<file path="src/rtl/crec_pkg.sv">
// Shared types, chord codes and pitch helpers for the chord recognizer.
// Depends on nothing; every other file of the block uses it by scoped names.
`timescale 1ns / 1ps

package crec_pkg;

	localparam int NUM_LANES   = 4;
	localparam int NUM_TETRAD  = 13;
	localparam int NOTE_W      = 7;
	localparam int COUNT_W     = 3;
	localparam int PC_W        = 4;
	localparam int KIND_W      = 5;
	localparam int INTERVAL_W  = 12;

	localparam logic [COUNT_W-1:0] COUNT_TRIAD  = 3'd3;
	localparam logic [COUNT_W-1:0] COUNT_TETRAD = 3'd4;

	typedef logic [NOTE_W-1:0]  note_t;
	typedef logic [COUNT_W-1:0] count_t;
	typedef logic [PC_W-1:0]    pc_t;
	typedef logic [INTERVAL_W-1:0] ivmap_t;

	typedef enum logic [KIND_W-1:0] {
		KIND_SUS2     = 5'd0,
		KIND_DIM      = 5'd1,
		KIND_MIN      = 5'd2,
		KIND_MAJ      = 5'd3,
		KIND_AUG      = 5'd4,
		KIND_SUS4     = 5'd5,
		KIND_MIN6     = 5'd6,
		KIND_MAJ6     = 5'd7,
		KIND_MAJ7     = 5'd8,
		KIND_MIN7     = 5'd9,
		KIND_DOM7     = 5'd10,
		KIND_M7B5     = 5'd11,
		KIND_DIM7     = 5'd12,
		KIND_MMAJ7    = 5'd13,
		KIND_AUGMAJ7  = 5'd14,
		KIND_AUG7     = 5'd15,
		KIND_MM7B5    = 5'd16,
		KIND_DOM7B5   = 5'd17,
		KIND_MAJ7B5   = 5'd18
	} chord_kind_t;

	// What one root lane found
	typedef struct packed {
		logic        hit;
		chord_kind_t kind;
	} lane_res_t;

	// Merged result of all lanes
	typedef struct packed {
		logic        found;
		note_t       root;
		chord_kind_t kind;
	} chord_res_t;

	// Pitch class of a MIDI note: quotient by 12 through the reciprocal 43/512,
	// exact over the whole 7-bit range
	function automatic pc_t pitch_class(input note_t n);
		logic [12:0] prod;
		logic [3:0]  quo;
		logic [6:0]  rem;
		prod = 13'(n) * 13'd43;
		quo  = prod[12:9];
		rem  = n - 7'(quo) * 7'd12;
		return rem[PC_W-1:0];
	endfunction

	// Interval from root up to other, modulo 12
	function automatic pc_t interval(input pc_t root, input pc_t other);
		logic [PC_W:0] diff;
		diff = {1'b0, other} - {1'b0, root};
		if (diff[PC_W]) begin
			diff = diff + 5'd12;
		end
		return diff[PC_W-1:0];
	endfunction

	// Four-note interval patterns in priority order, starting at the minor sixth
	function automatic ivmap_t tetrad_mask(input logic [3:0] idx);
		ivmap_t m;
		case (idx)
			4'd0:    m = 12'b0010_1000_1000;
			4'd1:    m = 12'b0010_1001_0000;
			4'd2:    m = 12'b1000_1001_0000;
			4'd3:    m = 12'b0100_1000_1000;
			4'd4:    m = 12'b0100_1001_0000;
			4'd5:    m = 12'b0100_0100_1000;
			4'd6:    m = 12'b0010_0100_1000;
			4'd7:    m = 12'b1000_1000_1000;
			4'd8:    m = 12'b1001_0001_0000;
			4'd9:    m = 12'b0101_0001_0000;
			4'd10:   m = 12'b1000_0100_1000;
			4'd11:   m = 12'b0100_0101_0000;
			4'd12:   m = 12'b1000_0101_0000;
			default: m = '1;
		endcase
		return m;
	endfunction

endpackage

</file>
<file path="src/rtl/crec_if.sv">
// Valid/ready channel interfaces for chord input and recognition result.
// Depends on crec_pkg for the payload types.
`timescale 1ns / 1ps

interface crec_chord_if;
	logic           valid;
	logic           ready;
	crec_pkg::count_t note_count;
	crec_pkg::note_t  note_a;
	crec_pkg::note_t  note_b;
	crec_pkg::note_t  note_c;
	crec_pkg::note_t  note_d;

	modport source (output valid, note_count, note_a, note_b, note_c, note_d, input ready);
	modport sink   (input valid, note_count, note_a, note_b, note_c, note_d, output ready);
endinterface

interface crec_result_if;
	logic                  valid;
	logic                  ready;
	logic                  found;
	crec_pkg::note_t       root_note;
	logic [crec_pkg::KIND_W-1:0] chord_kind;

	modport source (output valid, found, root_note, chord_kind, input ready);
	modport sink   (input valid, found, root_note, chord_kind, output ready);
endinterface

</file>
<file path="src/rtl/crec_lane.sv">
// One root lane: tries its note slot as the root against four-note patterns, and against triads in slots 0 to 2.
// Depends on crec_pkg for pitch helpers, pattern masks and chord codes.
`timescale 1ns / 1ps

module crec_lane #(
	parameter int unsigned LANE_IDX = 0
) (
	input  crec_pkg::pc_t [crec_pkg::NUM_LANES-1:0] pc,
	input  crec_pkg::count_t                        note_count,
	input  logic                                    sus2_enable,
	output crec_pkg::lane_res_t                     res
);

	localparam logic       TRIAD_LANE = (LANE_IDX < 3);
	localparam logic [1:0] R_SEL      = 2'(LANE_IDX);
	localparam logic [1:0] T_SEL      = 2'((LANE_IDX + 1) % 3);
	localparam logic [1:0] F_SEL      = 2'((LANE_IDX + 2) % 3);

	crec_pkg::pc_t         t_iv;
	crec_pkg::pc_t         f_iv;
	logic                  tri_hit;
	crec_pkg::chord_kind_t tri_kind;
	crec_pkg::ivmap_t      present;
	logic                  tet_hit;
	crec_pkg::chord_kind_t tet_kind;

	// Match the rotation that starts at this slot
	always_comb begin
		t_iv     = crec_pkg::interval(pc[R_SEL], pc[T_SEL]);
		f_iv     = crec_pkg::interval(pc[R_SEL], pc[F_SEL]);
		tri_hit  = TRIAD_LANE;
		tri_kind = crec_pkg::KIND_SUS2;
		if (sus2_enable && t_iv == 4'd2 && f_iv == 4'd7) begin
			tri_kind = crec_pkg::KIND_SUS2;
		end else if (t_iv == 4'd3 && f_iv == 4'd6) begin
			tri_kind = crec_pkg::KIND_DIM;
		end else if (t_iv == 4'd3 && f_iv == 4'd7) begin
			tri_kind = crec_pkg::KIND_MIN;
		end else if (t_iv == 4'd4 && f_iv == 4'd7) begin
			tri_kind = crec_pkg::KIND_MAJ;
		end else if (t_iv == 4'd4 && f_iv == 4'd8) begin
			tri_kind = crec_pkg::KIND_AUG;
		end else if (t_iv == 4'd5 && f_iv == 4'd7) begin
			tri_kind = crec_pkg::KIND_SUS4;
		end else begin
			tri_hit = 1'b0;
		end
	end

	// Build the interval map of the other three notes and scan the patterns
	always_comb begin
		present = '0;
		for (int j = 0; j < crec_pkg::NUM_LANES; j++) begin
			if (j != LANE_IDX) begin
				present = present | (crec_pkg::ivmap_t'(1) <<
					crec_pkg::interval(pc[R_SEL], pc[j]));
			end
		end
		tet_hit  = 1'b0;
		tet_kind = crec_pkg::KIND_MIN6;
		// Walk backward so the earliest pattern in priority wins
		for (int p = crec_pkg::NUM_TETRAD - 1; p >= 0; p--) begin
			if ((present & crec_pkg::tetrad_mask(4'(p))) == crec_pkg::tetrad_mask(4'(p))) begin
				tet_hit  = 1'b1;
				tet_kind = crec_pkg::chord_kind_t'(5'(crec_pkg::KIND_MIN6) + 5'(p));
			end
		end
	end

	// Select by note count
	always_comb begin
		case (note_count)
			crec_pkg::COUNT_TRIAD: begin
				res.hit  = tri_hit;
				res.kind = tri_kind;
			end
			crec_pkg::COUNT_TETRAD: begin
				res.hit  = tet_hit;
				res.kind = tet_kind;
			end
			default: begin
				res.hit  = 1'b0;
				res.kind = crec_pkg::KIND_SUS2;
			end
		endcase
	end

endmodule

</file>
<file path="src/rtl/crec_merge.sv">
// Merge stage: picks the first lane in slot order that matched, and its root note.
// Depends on crec_pkg for lane and result structs.
`timescale 1ns / 1ps

module crec_merge (
	input  crec_pkg::lane_res_t [crec_pkg::NUM_LANES-1:0] lanes,
	input  crec_pkg::note_t     [crec_pkg::NUM_LANES-1:0] notes,
	output crec_pkg::chord_res_t                          res
);

	// Priority select, lowest slot wins; no hit gives all zeros
	always_comb begin
		res.found = 1'b0;
		res.root  = '0;
		res.kind  = crec_pkg::KIND_SUS2;
		for (int i = crec_pkg::NUM_LANES - 1; i >= 0; i--) begin
			if (lanes[i].hit) begin
				res.found = 1'b1;
				res.root  = notes[i];
				res.kind  = lanes[i].kind;
			end
		end
	end

endmodule

</file>
<file path="src/rtl/chord_recognizer_unit.sv">
// Top of the chord recognizer: input register, four root lanes, lane result register, merge, output register.
// Depends on crec_pkg, crec_if, crec_lane and crec_merge.
`timescale 1ns / 1ps

// Usage
//   chord:  valid/ready channel carrying note_count and four MIDI notes; one
//           transfer is one chord. note_d is ignored for a three-note chord.
//   result: valid/ready channel carrying found, root_note and chord_kind;
//           exactly one result per chord, in order.
//   cfg_we/cfg_wdata: writes sus2_enable; write only while no chord is in flight.
// Path: a chord passes the pitch-class register, the lane result register and the
//   output register before its result shows on the output.
// Throughput: one chord per cycle while the output is not stalled. All four root
//   slots are matched at once by four lanes.
// Stall: each stage loads when it is empty or the stage after it moves, so a
//   chord is still taken while a finished result waits; with every stage full
//   and result.ready low, chord.ready drops and everything holds.
// Reset: arst_n clears all stage valids and sets sus2_enable to 1.
module chord_recognizer_unit (
	input  logic                     clk,
	input  logic                     arst_n,
	crec_chord_if.sink               chord,
	crec_result_if.source            result,
	input  logic                     cfg_we,
	input  logic                     cfg_wdata
);

	logic sus2_enable_q;

	logic                                         valid_s1;
	crec_pkg::count_t                             count_s1;
	crec_pkg::pc_t   [crec_pkg::NUM_LANES-1:0]    pc_s1;
	crec_pkg::note_t [crec_pkg::NUM_LANES-1:0]    note_s1;

	logic                                         valid_s2;
	crec_pkg::lane_res_t [crec_pkg::NUM_LANES-1:0] lane_s2;
	crec_pkg::note_t     [crec_pkg::NUM_LANES-1:0] note_s2;

	logic                  out_valid_q;
	crec_pkg::chord_res_t  out_res_q;

	logic en_s1;
	logic en_s2;
	logic en_out;

	crec_pkg::note_t     [crec_pkg::NUM_LANES-1:0] note_in;
	crec_pkg::lane_res_t [crec_pkg::NUM_LANES-1:0] lane_res;
	crec_pkg::chord_res_t                          merged;

	// Configuration register
	always_ff @(posedge clk or negedge arst_n) begin
		if (!arst_n) begin
			sus2_enable_q <= 1'b1;
		end else if (cfg_we) begin
			sus2_enable_q <= cfg_wdata;
		end
	end

	// Stage enables: load when empty or when the next stage moves
	assign en_out = !out_valid_q || result.ready;
	assign en_s2  = !valid_s2 || en_out;
	assign en_s1  = !valid_s1 || en_s2;
	assign chord.ready = en_s1;

	assign note_in = {chord.note_d, chord.note_c, chord.note_b, chord.note_a};

	// Stage 1: capture notes and their pitch classes
	always_ff @(posedge clk or negedge arst_n) begin
		if (!arst_n) begin
			valid_s1 <= 1'b0;
		end else if (en_s1) begin
			valid_s1 <= chord.valid;
		end
	end

	always_ff @(posedge clk) begin
		if (en_s1 && chord.valid) begin
			count_s1 <= chord.note_count;
			note_s1  <= note_in;
			for (int i = 0; i < crec_pkg::NUM_LANES; i++) begin
				pc_s1[i] <= crec_pkg::pitch_class(note_in[i]);
			end
		end
	end

	// Root lanes, one per note slot
	for (genvar g = 0; g < crec_pkg::NUM_LANES; g++) begin : g_lane
		crec_lane #(
			.LANE_IDX (g)
		) u_lane (
			.pc          (pc_s1),
			.note_count  (count_s1),
			.sus2_enable (sus2_enable_q),
			.res         (lane_res[g])
		);
	end

	// Stage 2: hold lane results
	always_ff @(posedge clk or negedge arst_n) begin
		if (!arst_n) begin
			valid_s2 <= 1'b0;
		end else if (en_s2) begin
			valid_s2 <= valid_s1;
		end
	end

	always_ff @(posedge clk) begin
		if (en_s2 && valid_s1) begin
			lane_s2 <= lane_res;
			note_s2 <= note_s1;
		end
	end

	crec_merge u_merge (
		.lanes (lane_s2),
		.notes (note_s2),
		.res   (merged)
	);

	// Output register
	always_ff @(posedge clk or negedge arst_n) begin
		if (!arst_n) begin
			out_valid_q <= 1'b0;
		end else if (en_out) begin
			out_valid_q <= valid_s2;
		end
	end

	always_ff @(posedge clk) begin
		if (en_out && valid_s2) begin
			out_res_q <= merged;
		end
	end

	assign result.valid      = out_valid_q;
	assign result.found      = out_res_q.found;
	assign result.root_note  = out_res_q.root;
	assign result.chord_kind = out_res_q.kind;

`ifndef SYNTHESIS
	a_miss_zero: assert property (@(posedge clk) disable iff (!arst_n)
		out_valid_q && !out_res_q.found |-> out_res_q.root == '0 &&
			out_res_q.kind == crec_pkg::KIND_SUS2)
		else $error("not-found result carries nonzero root or kind");

	a_kind_range: assert property (@(posedge clk) disable iff (!arst_n)
		out_valid_q && out_res_q.found |-> out_res_q.kind <= crec_pkg::KIND_MAJ7B5)
		else $error("chord kind out of range");

	a_take_into_s1: assert property (@(posedge clk) disable iff (!arst_n)
		chord.valid && chord.ready |=> valid_s1)
		else $error("transferred chord did not reach stage 1");

	a_empty_ready: assert property (@(posedge clk) disable iff (!arst_n)
		!valid_s1 |-> chord.ready)
		else $error("empty front stage refuses a chord");

	a_bad_count: assert property (@(posedge clk) disable iff (!arst_n)
		valid_s1 && en_s2 && count_s1 != crec_pkg::COUNT_TRIAD &&
			count_s1 != crec_pkg::COUNT_TETRAD |=> !(|{lane_s2[0].hit,
			lane_s2[1].hit, lane_s2[2].hit, lane_s2[3].hit}))
		else $error("lane hit on an unsupported note count");
`endif

endmodule
</file>
<file path="src/flat_wrapper.sv">
// flat-port wrapper written by rule: the top's interface ports become plain ports
module chord_recognizer_unit_flat 
  (clk, arst_n, cfg_we, cfg_wdata, chord_valid, chord_note_count, chord_note_a, chord_note_b, chord_note_c, chord_note_d, chord_ready, result_valid, result_found, result_root_note, result_chord_kind, result_ready);
  crec_chord_if chord_i ();
  crec_result_if result_i ();
  input  logic clk;
  input  logic arst_n;
  input  logic cfg_we;
  input  logic cfg_wdata;
  input wire logic [$bits(chord_i.valid)-1:0] chord_valid;
  input wire logic [$bits(chord_i.note_count)-1:0] chord_note_count;
  input wire logic [$bits(chord_i.note_a)-1:0] chord_note_a;
  input wire logic [$bits(chord_i.note_b)-1:0] chord_note_b;
  input wire logic [$bits(chord_i.note_c)-1:0] chord_note_c;
  input wire logic [$bits(chord_i.note_d)-1:0] chord_note_d;
  output wire logic [$bits(chord_i.ready)-1:0] chord_ready;
  output wire logic [$bits(result_i.valid)-1:0] result_valid;
  output wire logic [$bits(result_i.found)-1:0] result_found;
  output wire logic [$bits(result_i.root_note)-1:0] result_root_note;
  output wire logic [$bits(result_i.chord_kind)-1:0] result_chord_kind;
  input wire logic [$bits(result_i.ready)-1:0] result_ready;
  assign chord_i.valid = chord_valid;
  assign chord_i.note_count = chord_note_count;
  assign chord_i.note_a = chord_note_a;
  assign chord_i.note_b = chord_note_b;
  assign chord_i.note_c = chord_note_c;
  assign chord_i.note_d = chord_note_d;
  assign chord_ready = chord_i.ready;
  assign result_valid = result_i.valid;
  assign result_found = result_i.found;
  assign result_root_note = result_i.root_note;
  assign result_chord_kind = result_i.chord_kind;
  assign result_i.ready = result_ready;
  chord_recognizer_unit u_core (.clk(clk), .arst_n(arst_n), .chord(chord_i), .result(result_i), .cfg_we(cfg_we), .cfg_wdata(cfg_wdata));
endmodule
</file>
<file path="config.mk">
export PLATFORM = sky130hd
export DESIGN_NAME = chord_recognizer_unit_flat
export DESIGN_NICKNAME = d
export VERILOG_FILES = /design/src/rtl/crec_pkg.sv /design/src/rtl/crec_if.sv /design/src/rtl/crec_lane.sv /design/src/rtl/crec_merge.sv /design/src/rtl/chord_recognizer_unit.sv /design/src/flat_wrapper.sv
export SDC_FILE = /design/constraint.sdc
export NUM_CORES = 1
export LEC_CHECK = 0
export BUFFER_PORTS_ARGS = -buffer_cell sky130_fd_sc_hd__buf_4
export CORE_ASPECT_RATIO = 1.25
export CORE_MARGIN = 2
export CORE_UTILIZATION = 55
export CTS_CLUSTER_SIZE = 8
export DETAILED_ROUTE_END_ITERATION = 8
export PLACE_DENSITY = 0.73
export SLEW_MARGIN = 40
export SYNTH_ARGS = -nofsm -noshare
export SYNTH_HDL_FRONTEND = slang
export SYNTH_SLANG_ARGS = --single-unit
</file>
<file path="constraint.sdc">
create_clock -name clk -period 4.8 [get_ports clk]
set_clock_uncertainty 0.05 [all_clocks]
set_input_delay 1.44 -clock clk [delete_from_list [all_inputs] [get_ports clk]]
set_output_delay 1.44 -clock clk [all_outputs]
set_load 0.01 [all_outputs]
</file>
==> summary.txt <==
Yosys
  • Syn Area/Cell: 9.52 sq um
  • Gate Count Post-Synth: 1,164
  • Syn_nets: 1,385
  • Yosys warning count: 0
  • Number of flops mapped to enable cells by yosys: 104
  • Netlist cell types: 103
  • Largest area contributor in the netlist: edfxtp_1
  • Synth async-reset ratio: 3.70%
  • Post-synth top area share: 28.2%
  • #FFs+latches synth: 108
  • Top area cells in the synthesized netlist: edfxtp_1 (28%), ha_1 (17%), fa_1 (6.5%), inv_1 (4.7%), xnor2_1 (3.0%)
  • Synth Cell Area: 11,100 sq um
  • Ys flop type: edfxtp_1
  • Seq/Total Area, Yosys: 29.1%

STA
  • Worst slew pin tran: 892 ps
  • Final period demand of the worst path: 4710 ps
  • Slew Limit Fails: 0
  • Achievable clock frequency: 212 MHz
  • Setup-failing EPs final: 0
  • Final period util: 98.2%
  • RSZ-0062 raised after global routing: true
  • Relative slew slack: 40.2%
  • Fin. Hold Viols: 0

Hold path
  • Type of the worst min-delay path: register to register
  • Hold path depth: 0

Floorplanning
  • Initial core utilization: 55.5%
  • Row count: 58
  • # IOs: 52
  • Die height: 163 um
  • Die Wd: 131 um
  • Die area: 21,300 sq um
  • Core footprint: 20,000 sq um

Pwr
  • Comb power frac: 69.3%
  • Final Total Pwr: 6.90 mW
  • Psw: 3.37 mW
  • Sw frac: 48.8%
  • Power Density: 553 nW/um^2
  • Sequential Power Share: 19.6%
  • Clock Power Share: 11.2%
  • Cell leakage power: 5.34 nW
  • Maximum vdd drop: 0.221 mV
  • Internal power: 3.53 mW

Global routing
  • Initial antenna violation count: 0
  • GRT met1 Usage: 31.2%
  • First-pass GRT wire length: 43.2 mm
  • M2 GR Usage: 46.2%
  • Gr busiest metal: met2
  • Total track usage: 25.9%
  • Met3 Usage GRT: 3.88%
  • Pin count of the biggest net entering global routing: 40
  • Remaining Overflow, GRT: 0
  • Vias in the first global route: 8,928

Worst setup path
  • Critical path class: input port to register
  • Worst r2r dst: u_core.lane_s2[13]$_DFFE_PP_
  • R2R setup slack: 790 ps
  • Arrival @ worst endpoint: 4770 ps
  • R2R Path Start: u_core.note_s1[15]$_DFFE_PP_
  • Worst setup path endpoint: u_core.pc_s1[15]$_DFFE_PP_
  • Crit path launch type: input port
  • Reg2Reg Depth: 11
  • Worst Setup SP: chord_note_d[4]
  • Setup crit end kind: register
  • Critical Path RT: 4850 ps
  • Crit Path Max Fanout: 2

Finish
  • Share of layout cells above drive strength 1: 16.2%
  • Antenna fix cells: 0
  • Fin nets: 1,457
  • Design area: 12,500 sq um
  • Area Growth Syn to Fin: 12.6%

Drt
  • DR vias/cell: 5.98
  • # DRC: 0
  • Via count: 9,030
  • Avg WL per Cell: 17.7 um
  • DR pass1 iterations: 6
  • Detailed Route Iter0 Violations: 822
  • Antenna Nets Post-Route: 0
  • WL final: 26.7 mm

Placement
  • PortBufs: 51
  • RePlAce Congestion: 0.920
  • DP Area: 12,100 sq um
  • Detailed placement HPWL: 21.5 mm

Clock tree
  • Reg clk slew, reported paths: 70 ps
  • CTS buffer count: 9
  • # Post-CTS Setup Buffers: 0
  • CTS Hold Bufs: 0
  • Clk_lat worst skew: 350 ps
  • CTS tree: built
  • CTS Buffer Depth: 2
  • H-tree depth: 3
  • Root Buffer Master: clkbuf_16
  • Clock Sinks: 108
  • Post-cts resize count: 0

Status
  • Outcome: completed

Job
  • Max-cap violations: 0
[worst max-delay path, stage by stage]
cell	delay (ps)
buf_8	100
ha_4	230
ha_4	260
inv_2	30
fa_1	490
inv_1	40
ha_1	260
and3_1	140
a31o_2	200
a21o_1	180
a21o_1	150
a21o_1	180
a21oi_2	190
xnor2_2	140
ha_2	210
xnor2_2	130
xnor2_2	140
xnor2_1	150
xnor2_1	90
[kinds of logic (layout without fill, tap and decap cells)]
family,count (synthesis),count (layout),synth area share [%]
xor+xnor,43,43,3.47
flops,108,108,29.1
mux,9,9,0.881
simple gates,340,340,16.7
compound gates,308,308,20.4
fa+ha+maj,184,184,23.2
buf+inv,172,249,6.25
[registers in the layout, indices dropped and copies added, names as in the netlist]
register / cells
u_core.pc_s1: 8
u_core.result.valid: 1
u_core.valid_s2: 1
u_core.sus2_enable_q: 1
u_core.valid_s1: 1
u_core.result.found: 1
u_core.result.root_note: 7
u_core.count_s1: 3
u_core.lane_s2: 24
u_core.note_s2: 28
u_core.result.chord_kind: 5
u_core.note_s1: 28
[placed cells by master (no fill, tap or decap), types with 7 or more instances in the layout]
cell	n
and3_1	10
nand2b_1	12
edfxtp_1	104
clkbuf_16	9
nor4_1	7
or3_1	10
a22oi_1	13
and2_1	14
ha_1	136
a21oi_1	60
o21a_1	7
buf_4	88
nor2b_1	32
o211ai_1	11
o21ai_0	43
nor3_1	30
xnor2_1	33
nand3_1	16
inv_1	134
ha_4	7
fa_1	36
nor2_1	81
a21oi_2	7
a31oi_1	7
a21boi_0	7
o22ai_1	10
or4_1	7
a21o_1	19
nand2_1	65
a211oi_1	14
[power by group through the flow]
stage               registers [mW]  clock network [mW]  logic [mW]
floorplan                     1.28                   0        3.74
global placement              1.36                   0        4.55
detailed placement            1.37                   0        4.65
CTS                           1.35               0.785        4.67
global route                  1.36               0.819        5.31
finish                        1.35               0.773        4.78
[worst min-delay path by stage]
stage | from | endpoint | slack [ps]
2_1_floorplan | u_core.note_s1[10]$_DFFE_PP_ | u_core.note_s2[10]$_DFFE_PP_ | 350
3_3_place_gp | u_core.note_s1[24]$_DFFE_PP_ | u_core.note_s2[24]$_DFFE_PP_ | 350
3_5_place_dp | u_core.note_s1[9]$_DFFE_PP_ | u_core.note_s2[9]$_DFFE_PP_ | 360
4_1_cts | u_core.note_s1[11]$_DFFE_PP_ | u_core.note_s2[11]$_DFFE_PP_ | 370
5_1_grt | u_core.note_s1[27]$_DFFE_PP_ | u_core.note_s2[27]$_DFFE_PP_ | 390
6_report | u_core.note_s1[23]$_DFFE_PP_ | u_core.note_s2[23]$_DFFE_PP_ | 380
[Yosys cell counts (6+ instances only)]
master       n
a22oi_1     13
nor2_1      81
o22ai_1     10
a211oi_1    14
o21ai_1      6
nor4_1       7
a21oi_1     64
nor2b_1     32
a2bb2oi_1    6
nand2_1     65
or3_1       10
o21a_1       7
edfxtp_1   104
o211ai_1    11
a21boi_0     7
nor3_1      31
ha_1       148
or4_1        7
clkbuf_1    13
nand2b_1    12
nor3b_1      6
o21ai_0     43
mux2i_1      6
and2_1      16
and3_1      10
inv_1      138
buf_2       10
fa_1        36
xnor2_1     38
o21bai_1     6
nand3_1     16
a31oi_1      7
a21o_1      19
[final cells by class]
| class | instances | area, sq um |
|---|---|---|
| Inverter | 140 | 526 |
| Multi-Input combinational cell | 884 | 7350 |
| Clock buffer | 11 | 233 |
| Tap cell | 270 | 338 |
| Clock inverter | 5 | 76.3 |
| Timing Repair Buffer | 93 | 733 |
| Fill cell | 1669 | 7480 |
| Sequential cell | 108 | 3220 |
[through the flow]
stage | hold slack (ps) | TNS, ps | util, % | setup slack (ps) | std cells
after floorplan | 350 | -9.08 | - | -9.08 | 1164
after global routing | 385 | -157 | 62.5 | -76.2 | 1511
final | 376 | 0 | 62.5 | 85.3 | 1511
after CTS | 374 | 0 | 62.0 | 18.6 | 1511
after detailed placement | 356 | -1180 | 60.4 | -347 | 1495
after global placement | 352 | -686 | 60.4 | -234 | 1495
[metal layers]
layer  up-vias  routed length, um
li1       4384                  -
met1      4339              10800
met2       242              13900
met3        65               1070
met4         0                904
met5         -                  0
Power figures use the tool's default switching activity.
